==> src/rtl/info_frame_stuffing_framer_unit_defines.svh <==
// Assertion macros for the framer unit.
`ifndef INFO_FRAME_STUFFING_FRAMER_UNIT_DEFINES_SVH
`define INFO_FRAME_STUFFING_FRAMER_UNIT_DEFINES_SVH

// Same-cycle implication, sampled on clk, off during reset.
`define IFSF_ASSERT_NOW(lbl, ante, cons, msg) \
  lbl: assert property (@(posedge clk) disable iff (!rst_n) (ante) |-> (cons)) \
    else $error(msg);

// Next-cycle implication, sampled on clk, off during reset.
`define IFSF_ASSERT_NEXT(lbl, ante, cons, msg) \
  lbl: assert property (@(posedge clk) disable iff (!rst_n) (ante) |=> (cons)) \
    else $error(msg);

`endif

==> src/rtl/ifsf_pkg.sv <==
package ifsf_pkg;

  localparam logic [7:0] FLAG_BYTE     = 8'h7E;
  localparam logic [7:0] ESC_BYTE      = 8'h7D;
  localparam logic [7:0] ESC_FLAG_BYTE = 8'h5E;
  localparam logic [7:0] ESC_ESC_BYTE  = 8'h5D;
  localparam logic [7:0] CTRL_ONE_BYTE = 8'h40;
  localparam logic [7:0] CTRL_ZERO_BYTE = 8'h00;
  localparam logic [7:0] ADDR_RESET    = 8'h03;

  localparam logic CMD_DATA = 1'b0;
  localparam logic CMD_ACK  = 1'b1;

  // One queued payload request, fully classified by the front end.
  typedef struct packed {
    logic       need_hdr;  // first byte of a frame: send header first
    logic       seq;       // sequence bit for the control byte
    logic [7:0] addr;      // address byte snapshot
    logic [7:0] data;      // payload byte
    logic       last;      // closes the frame
    logic [7:0] bcc;       // BCC2, valid when last is set
  } job_t;

  typedef enum logic [3:0] {
    PH_FLAG,
    PH_ADDR,
    PH_CTRL,
    PH_BCC1,
    PH_DATA,
    PH_DATA_ESC,
    PH_BCC2,
    PH_BCC2_ESC,
    PH_CLOSE
  } phase_t;

  function automatic logic needs_esc(input logic [7:0] b);
    return (b == FLAG_BYTE) || (b == ESC_BYTE);
  endfunction

  function automatic logic [7:0] esc_code(input logic [7:0] b);
    return (b == FLAG_BYTE) ? ESC_FLAG_BYTE : ESC_ESC_BYTE;
  endfunction

  function automatic logic [7:0] ctrl_byte(input logic seq);
    return seq ? CTRL_ONE_BYTE : CTRL_ZERO_BYTE;
  endfunction

endpackage

==> src/rtl/ifsf_front.sv <==
module ifsf_front (
  input  logic              clk,
  input  logic              rst_n,
  input  logic              in_valid,
  output logic              in_ready,
  input  logic              in_cmd,
  input  logic [7:0]        in_data_byte,
  input  logic              in_last_byte,
  input  logic [7:0]        addr,
  input  logic              q_full,
  output logic              push,
  output ifsf_pkg::job_t    push_job
);
  import ifsf_pkg::*;

  logic       in_frame_r, in_frame_nxt;
  logic [7:0] chk_r, chk_nxt;
  logic       seq_r, seq_nxt;
  logic       accept;
  logic [7:0] chk_new;

  assign in_ready = !q_full;
  assign accept   = in_valid && in_ready;
  assign chk_new  = (in_frame_r ? chk_r : 8'h00) ^ in_data_byte;

  always_comb begin
    in_frame_nxt = in_frame_r;
    chk_nxt      = chk_r;
    seq_nxt      = seq_r;
    push         = 1'b0;
    push_job.need_hdr = !in_frame_r;
    push_job.seq      = seq_r;
    push_job.addr     = addr;
    push_job.data     = in_data_byte;
    push_job.last     = in_last_byte;
    push_job.bcc      = chk_new;
    if (accept) begin
      if (in_cmd == CMD_ACK) begin
        seq_nxt = !seq_r;
      end else begin
        push         = 1'b1;
        in_frame_nxt = !in_last_byte;
        chk_nxt      = in_last_byte ? 8'h00 : chk_new;
      end
    end
  end

  always_ff @(posedge clk) begin
    if (!rst_n) begin
      in_frame_r <= 1'b0;
      chk_r      <= 8'h00;
      seq_r      <= 1'b0;
    end else begin
      in_frame_r <= in_frame_nxt;
      chk_r      <= chk_nxt;
      seq_r      <= seq_nxt;
    end
  end

endmodule

==> src/rtl/ifsf_queue.sv <==
module ifsf_queue #(
  parameter int DEPTH = 2
) (
  input  logic                         clk,
  input  logic                         rst_n,
  input  logic                         push,
  input  ifsf_pkg::job_t               push_job,
  input  logic                         pop,
  output ifsf_pkg::job_t               head,
  output logic                         full,
  output logic                         empty,
  output logic [$clog2(DEPTH+1)-1:0]   count
);
  import ifsf_pkg::*;

  localparam int PW = $clog2(DEPTH);
  localparam int CW = $clog2(DEPTH + 1);
  localparam logic [PW-1:0] LAST_PTR = PW'(DEPTH - 1);

  job_t            slot_r [DEPTH];
  logic [PW-1:0]   wr_ptr_r, rd_ptr_r;
  logic [CW-1:0]   cnt_r;
  logic            do_push, do_pop;

  assign full    = (cnt_r == CW'(DEPTH));
  assign empty   = (cnt_r == '0);
  assign count   = cnt_r;
  assign head    = slot_r[rd_ptr_r];
  assign do_push = push && !full;
  assign do_pop  = pop && !empty;

  always_ff @(posedge clk) begin
    if (do_push) slot_r[wr_ptr_r] <= push_job;
  end

  always_ff @(posedge clk) begin
    if (!rst_n) begin
      wr_ptr_r <= '0;
      rd_ptr_r <= '0;
      cnt_r    <= '0;
    end else begin
      if (do_push) wr_ptr_r <= (wr_ptr_r == LAST_PTR) ? '0 : wr_ptr_r + 1'b1;
      if (do_pop)  rd_ptr_r <= (rd_ptr_r == LAST_PTR) ? '0 : rd_ptr_r + 1'b1;
      if (do_push && !do_pop)      cnt_r <= cnt_r + 1'b1;
      else if (do_pop && !do_push) cnt_r <= cnt_r - 1'b1;
    end
  end

endmodule

==> src/rtl/ifsf_back.sv <==
module ifsf_back (
  input  logic            clk,
  input  logic            rst_n,
  input  ifsf_pkg::job_t  head,
  input  logic            q_empty,
  output logic            pop,
  output logic            busy,
  output logic            out_valid,
  input  logic            out_ready,
  output logic [7:0]      out_byte,
  output logic            out_end_of_run,
  output logic            out_end_of_frame
);
  import ifsf_pkg::*;

  job_t       job_r, job_nxt;
  phase_t     phase_r, phase_nxt;
  logic       busy_r, busy_nxt;
  logic       ov_r, ov_nxt;
  logic [7:0] ob_r, ob_nxt;
  logic       eor_r, eor_nxt;
  logic       eof_r, eof_nxt;
  logic       emit, fin, load;
  logic [7:0] cur_byte;
  logic       cur_eof;
  phase_t     step_phase;

  assign emit = busy_r && (!ov_r || out_ready);

  // Byte for the current phase and the phase after it.
  always_comb begin
    cur_byte   = FLAG_BYTE;
    cur_eof    = 1'b0;
    fin        = 1'b0;
    step_phase = phase_r;
    unique case (phase_r)
      PH_FLAG: begin
        cur_byte   = FLAG_BYTE;
        step_phase = PH_ADDR;
      end
      PH_ADDR: begin
        cur_byte   = job_r.addr;
        step_phase = PH_CTRL;
      end
      PH_CTRL: begin
        cur_byte   = ctrl_byte(job_r.seq);
        step_phase = PH_BCC1;
      end
      PH_BCC1: begin
        cur_byte   = job_r.addr ^ ctrl_byte(job_r.seq);
        step_phase = PH_DATA;
      end
      PH_DATA: begin
        if (needs_esc(job_r.data)) begin
          cur_byte   = ESC_BYTE;
          step_phase = PH_DATA_ESC;
        end else begin
          cur_byte   = job_r.data;
          step_phase = PH_BCC2;
          fin        = !job_r.last;
        end
      end
      PH_DATA_ESC: begin
        cur_byte   = esc_code(job_r.data);
        step_phase = PH_BCC2;
        fin        = !job_r.last;
      end
      PH_BCC2: begin
        if (needs_esc(job_r.bcc)) begin
          cur_byte   = ESC_BYTE;
          step_phase = PH_BCC2_ESC;
        end else begin
          cur_byte   = job_r.bcc;
          step_phase = PH_CLOSE;
        end
      end
      PH_BCC2_ESC: begin
        cur_byte   = esc_code(job_r.bcc);
        step_phase = PH_CLOSE;
      end
      PH_CLOSE: begin
        cur_byte = FLAG_BYTE;
        cur_eof  = 1'b1;
        fin      = 1'b1;
      end
      default: begin
        cur_byte = FLAG_BYTE;
        fin      = 1'b1;
      end
    endcase
  end

  always_comb begin
    load      = (!busy_r || (emit && fin)) && !q_empty;
    job_nxt   = load ? head : job_r;
    phase_nxt = phase_r;
    busy_nxt  = busy_r;
    if (load) begin
      busy_nxt  = 1'b1;
      phase_nxt = head.need_hdr ? PH_FLAG : PH_DATA;
    end else if (emit) begin
      busy_nxt  = !fin;
      phase_nxt = step_phase;
    end
    ov_nxt  = emit ? 1'b1 : (out_ready ? 1'b0 : ov_r);
    ob_nxt  = emit ? cur_byte : ob_r;
    eor_nxt = emit ? fin : eor_r;
    eof_nxt = emit ? cur_eof : eof_r;
  end

  always_ff @(posedge clk) begin
    if (!rst_n) begin
      busy_r  <= 1'b0;
      phase_r <= PH_FLAG;
      ov_r    <= 1'b0;
    end else begin
      busy_r  <= busy_nxt;
      phase_r <= phase_nxt;
      ov_r    <= ov_nxt;
    end
  end

  always_ff @(posedge clk) begin
    job_r <= job_nxt;
    ob_r  <= ob_nxt;
    eor_r <= eor_nxt;
    eof_r <= eof_nxt;
  end

  assign pop              = load;
  assign busy             = busy_r;
  assign out_valid        = ov_r;
  assign out_byte         = ob_r;
  assign out_end_of_run   = eor_r;
  assign out_end_of_frame = eof_r;

endmodule

==> src/rtl/info_frame_stuffing_framer_unit.sv <==
// Channel | Direction | Ports
// in      | input     | in_valid/in_ready, in_cmd, in_data_byte, in_last_byte
// out     | output    | out_valid/out_ready, out_byte, out_end_of_run, out_end_of_frame
// cfg     | input     | cfg_valid/cfg_ready, cfg_address_byte (always ready)
//
// One output byte per cycle from the back-end sequencer unless out_ready stalls it;
// a payload request sends a header first when it opens a frame, its data byte (stuffed
// if needed), and BCC2 plus flag when it closes the frame. Acks skip the back end.
// in_ready drops only when the request queue is full; out_ready stalls the back end.
// rst_n is synchronous: no frame open, sequence 0, address 0x03.
`include "info_frame_stuffing_framer_unit_defines.svh"

module info_frame_stuffing_framer_unit #(
  parameter int QUEUE_DEPTH = 2   // 2..32 queued payload requests
) (
  input  logic       clk,
  input  logic       rst_n,
  input  logic       in_valid,
  output logic       in_ready,
  input  logic       in_cmd,
  input  logic [7:0] in_data_byte,
  input  logic       in_last_byte,
  output logic       out_valid,
  input  logic       out_ready,
  output logic [7:0] out_byte,
  output logic       out_end_of_run,
  output logic       out_end_of_frame,
  input  logic       cfg_valid,
  output logic       cfg_ready,
  input  logic [7:0] cfg_address_byte
);
  import ifsf_pkg::*;

  localparam int CW = $clog2(QUEUE_DEPTH + 1);

  // Address register; the user must write it only while idle, the block does not enforce it.
  logic [7:0] addr_r, addr_nxt;

  job_t          push_job, head;
  logic          push, pop, q_full, q_empty, back_busy;
  logic [CW-1:0] q_count;

  assign cfg_ready = 1'b1;
  assign addr_nxt  = (cfg_valid && cfg_ready) ? cfg_address_byte : addr_r;

  always_ff @(posedge clk) begin
    if (!rst_n) begin
      addr_r <= ADDR_RESET;
    end else begin
      addr_r <= addr_nxt;
    end
  end

  // Front end: sequence bit, frame-open flag and BCC2 accumulation; acks stop here.
  ifsf_front u_front (
    .clk          (clk),
    .rst_n        (rst_n),
    .in_valid     (in_valid),
    .in_ready     (in_ready),
    .in_cmd       (in_cmd),
    .in_data_byte (in_data_byte),
    .in_last_byte (in_last_byte),
    .addr         (addr_r),
    .q_full       (q_full),
    .push         (push),
    .push_job     (push_job)
  );

  // Classified payload requests wait here.
  ifsf_queue #(
    .DEPTH (QUEUE_DEPTH)
  ) u_queue (
    .clk      (clk),
    .rst_n    (rst_n),
    .push     (push),
    .push_job (push_job),
    .pop      (pop),
    .head     (head),
    .full     (q_full),
    .empty    (q_empty),
    .count    (q_count)
  );

  // Back end: walks header / stuffed data / BCC2 / flag, one byte per cycle when not stalled.
  ifsf_back u_back (
    .clk              (clk),
    .rst_n            (rst_n),
    .head             (head),
    .q_empty          (q_empty),
    .pop              (pop),
    .busy             (back_busy),
    .out_valid        (out_valid),
    .out_ready        (out_ready),
    .out_byte         (out_byte),
    .out_end_of_run   (out_end_of_run),
    .out_end_of_frame (out_end_of_frame)
  );

  `IFSF_ASSERT_NOW(a_eof_is_flag, out_valid && out_end_of_frame,
    out_byte == FLAG_BYTE && out_end_of_run, "closing byte is not a final flag")
  `IFSF_ASSERT_NOW(a_q_bound, 1'b1, q_count <= CW'(QUEUE_DEPTH),
    "request queue overflow")
  `IFSF_ASSERT_NEXT(a_back_picks_up, !back_busy && !q_empty, back_busy,
    "back end idle with work queued")

endmodule
==> config.mk <==
export PLATFORM = sky130hd
export DESIGN_NAME = info_frame_stuffing_framer_unit
export DESIGN_NICKNAME = d
export VERILOG_FILES = /design/src/rtl/ifsf_pkg.sv /design/src/rtl/ifsf_front.sv /design/src/rtl/ifsf_queue.sv /design/src/rtl/ifsf_back.sv /design/src/rtl/info_frame_stuffing_framer_unit.sv
export VERILOG_INCLUDE_DIRS = /design/src /design/src/rtl
export SDC_FILE = /design/constraint.sdc
export NUM_CORES = 1
export LEC_CHECK = 0
export ABC_CLOCK_PERIOD_IN_PS = 6600
export BUFFER_PORTS_ARGS = -buffer_cell sky130_fd_sc_hd__buf_2
export CAP_MARGIN = 30
export CORE_MARGIN = 5
export CORE_UTILIZATION = 60
export CTS_CLUSTER_DIAMETER = 50
export CTS_CLUSTER_SIZE = 25
export DETAILED_ROUTE_END_ITERATION = 10
export PLACE_DENSITY_LB_ADDON = 0.3
export SYNTH_ARGS = -nofsm -noshare
export SYNTH_HDL_FRONTEND = slang
export SYNTH_SLANG_ARGS = --single-unit
==> constraint.sdc <==
create_clock -name clk -period 6.6 [get_ports clk]
set_input_delay 0.33 -clock clk [delete_from_list [all_inputs] [get_ports clk]]
set_output_delay 0.33 -clock clk [all_outputs]
set_load 0.05 [all_outputs]
==> impl_metrics.yaml <==
run_status:
  status: "complete, no violations"
synth:
  yosys_warnings: 0
  avgSynthCellArea_um2: 14.0
  synth.cell_area_um2: 4960
  ys_types: 58
  synthesis.nets: 376
  synth_seq_cells: 119
  synthCells: 353
  ys_seq_area_share_pct: 66.2
cts:
  cts_root_buf: "clkbuf_8"
  cts_max_path_buffers: 2
  numCtsBuffers: 17
  cts_sinks: 119
  htree_levels: 4
  cts_resized: 0
  cts_tree: "done"
  clk_latency_ns: 0.51
  clkSlewWorstSetupHoldPaths_ns: 0.06
  post_cts_buffers: 0
  hold_buffers: 0
run:
  drv_cap: 0
floorplan:
  ios: 36
  die_w_um: 101
  die_h_um: 101
  core_area_um2: 8130
  rows: 33
  start_util_pct: 61.0
  die-area_um2: 10200
final_layout:
  finalNonFillerCells: 508
  syn2layout_area_growth_pct: 15.1
  fillers: 552
  fin_nets: 413
  diodes: 0
  drive_gt1_share_pct: 26.3
global_routing:
  gr-total-overflow: 0
  grt_pass1_wl_um: 14900
  grt_max_degree: 31
  grt_util_all_layers_pct: 19.5
  antenna_found_initial: 0
  grt_pass1_vias: 2942
timing:
  drv_slew: 0
  worstMarginPinSlew_ns: 0.865
  fin_skew_ns: 0.00570
  tns_ns: 0
  hold_viol: 0
  setup_viol: 0
  timing.fmax_mhz: 455
  finalWorstSetupSlack_ns: 4.40
  min_period_ns: 2.20
  fin_crit_sh_pct: 33.3
  relSlewSlack_pct: 42.0
  rsz0062_at_grt: "no"
route:
  via_count: 2921
  drtIter0Drc: 208
  detail_route.first_pass.iterations: 5
  ant_nets: 0
  wl_per_cell_um: 17.8
  wl_um: 9070
  drc: 0
  vias_per_cell: 5.75
power:
  power_density_nw_per_um2: 362
  ir_drop_mv: 0.187
  total_power_w: 0.00207
  leakagePower_nw: 1.95
worst_setup_path:
  max_stage_delay_ns: 0.67
  worstPathArrival_ns: 2.37
  crit_family: "simple AND/OR/NAND/NOR gates"
  slowest_stage: "nor3_2"
  path_cells: "nor2b_1 > nor3_2 > and2_1 > buf_4"
  crit_fanout: 27
  crit_type: "flip-flop to flip-flop"
  cp-start-kind: "flip-flop"
  cp_data_required_time_ns: 6.77
  end_kind: "flip-flop"
  path_buf_inv: 1
place:
  gp_congestion: 0.926
  hpwlAfterDp_um: 5750
  port_buffers: 34
  post-place-cells: 476
  pre_cts_slack_ns: 4.45
min_path:
  min_path_type: "primary input to flip-flop"
-- cell usage after synthesis (all sizes together) --
library cell   n  area (um^2)
clkbuf        11          101
o211ai         2         15.0
nand2         26         97.6
nand3b        10         75.1
conb           1         3.75
o211a          1         10.0
a32oi          1         8.76
mux2i         14          140
nor2b          3         18.8
o31a           3         26.3
clkinv         1         3.75
nand4          2         27.5
nand2b         6         47.5
nor4b          2         17.5
o21bai         1         7.51
o2bb2ai        1         8.76
nor2          19         71.3
or2b           1         8.76
mux2          26          293
edfxtp        90         2700
o311ai         1         8.76
or3            5         31.3
a21oi         17         85.1
inv            8         32.5
or2            1         6.26
nor3b          1         7.51
o41ai          2         25.0
o2111ai        2         17.5
o21ai          8         40.0
o221ai         4         35.0
xor2           3         26.3
a211oi         2         20.0
buf            8         51.3
a21boi         2         15.0
o22a           1         10.0
and2           1         6.26
dfxtp         29          581
nor4           5         52.6
o31ai          1         7.51
nand3          6         30.0
o32ai          1         8.76
o21a           1         7.51
nor3          10         55.1
and2b          1         8.76
xnor2         12          105
-- path summary, 6_finish.rpt --
check / startpoint / end / slack (ns) / cells after the start
worst max-delay path: u_queue.count[0] / u_queue.slot_r[1][12] / 4.40 / 4
worst min-delay path: in_data_byte[6] / u_queue.slot_r[0][15] / 0.03 / 1
worst min register to register: u_front.chk_r[0] / u_front.chk_r[0] / 0.45 / 2
worst max register to register: u_queue.count[0] / u_queue.slot_r[1][12] / 4.40 / 4
-- per-layer routing --
| metal | share of wire, % | GRT usage (%) | vias up |
|---|---|---|---|
| li1 | - | - | 1398 |
| met1 | 45 | 26.1 | 1430 |
| met2 | 49 | 30.6 | 81 |
| met3 | 4.8 | 6.37 | 12 |
| met4 | 1.1 | 5.83 | 0 |
| met5 | 0 | 0 | - |
-- state kept, by name, summed over array words and instances (netlist names), named ones only --
register and count:
u_queue.count 2, u_back.busy 1, u_back.out_byte 8, u_front.in_frame_r 1, u_back.phase_r 4, u_queue.wr_ptr_r 1
u_back.out_end_of_run 1, u_back.out_end_of_frame 1, u_back.job_r 26, u_front.seq_r 1, u_back.out_valid 1, addr_r 8
u_queue.slot_r 54, u_queue.rd_ptr_r 1, u_front.chk_r 8
-- where the power goes --
part	total [W]	internal (W)	switching, W
Combinational	0.000257	0.0000964	0.000160
Clock	0.000870	0.000556	0.000314
Sequential	0.000940	0.000893	0.0000479
Total	0.00207	0.00155	0.000522
-- cell type report --
type	count	area (um^2)	area share, %
repair buffers	37	193	3.38
flip-flops and latches	119	3280	57.5
clock inverters	11	124	2.17
well taps	105	131	2.30
multi-input cells	206	1490	26.1
inverters	9	36.3	0.636
clock buffers	21	449	7.87
-- kinds of logic after synthesis --
group                  Yosys count  synth area share [%]
flip-flops                     119                  66.2
buffers and inverters           28                  3.81
multiplexers                    40                  8.73
other                            1                0.0756
AND/OR/NAND/NOR                 99                  11.3
AO/OA/AOI/OAI                   51                  7.19
XOR/XNOR                        15                  2.65
-- through the flow --
| stage | area (um^2) | util, % | hold WS (ns) |
|---|---|---|---|
| 2_1_floorplan | 4960 | - | 0.425 |
| 3_3_place_gp | 5130 | 63.1 | 0.438 |
| 3_5_place_dp | 5130 | 63.1 | 0.445 |
| 4_1_cts | 5710 | 70.1 | 0.0120 |
| 5_1_grt | 5710 | 70.1 | 0.00904 |
| 6_report | 5710 | 70.1 | 0.0328 |
-- cell usage in the layout (no fill, tap or decap), types with 3 or more instances in the layout --
cell type	synthesis	layout
edfxtp_1	90	90
buf_2	2	34
dfxtp_1	29	29
nand2_1	26	26
mux2_2	26	26
nor2_1	19	18
a21oi_1	17	17
clkbuf_16	0	16
mux2i_1	14	14
xnor2_1	12	12
nand3b_1	10	10
nor3_1	9	9
o21ai_0	8	8
inv_1	7	7
nand3_1	6	6
or3_1	5	5
nand2b_1	4	4
o221ai_1	4	4
nor2b_1	3	3
nor4_1	3	3
o31a_1	3	3
xor2_1	3	3
clkbuf_8	6	3
clkinv_2	0	3
clkinvlp_4	0	3
buf_4	1	3
Note: power is estimated with default switching activity, not from simulation.
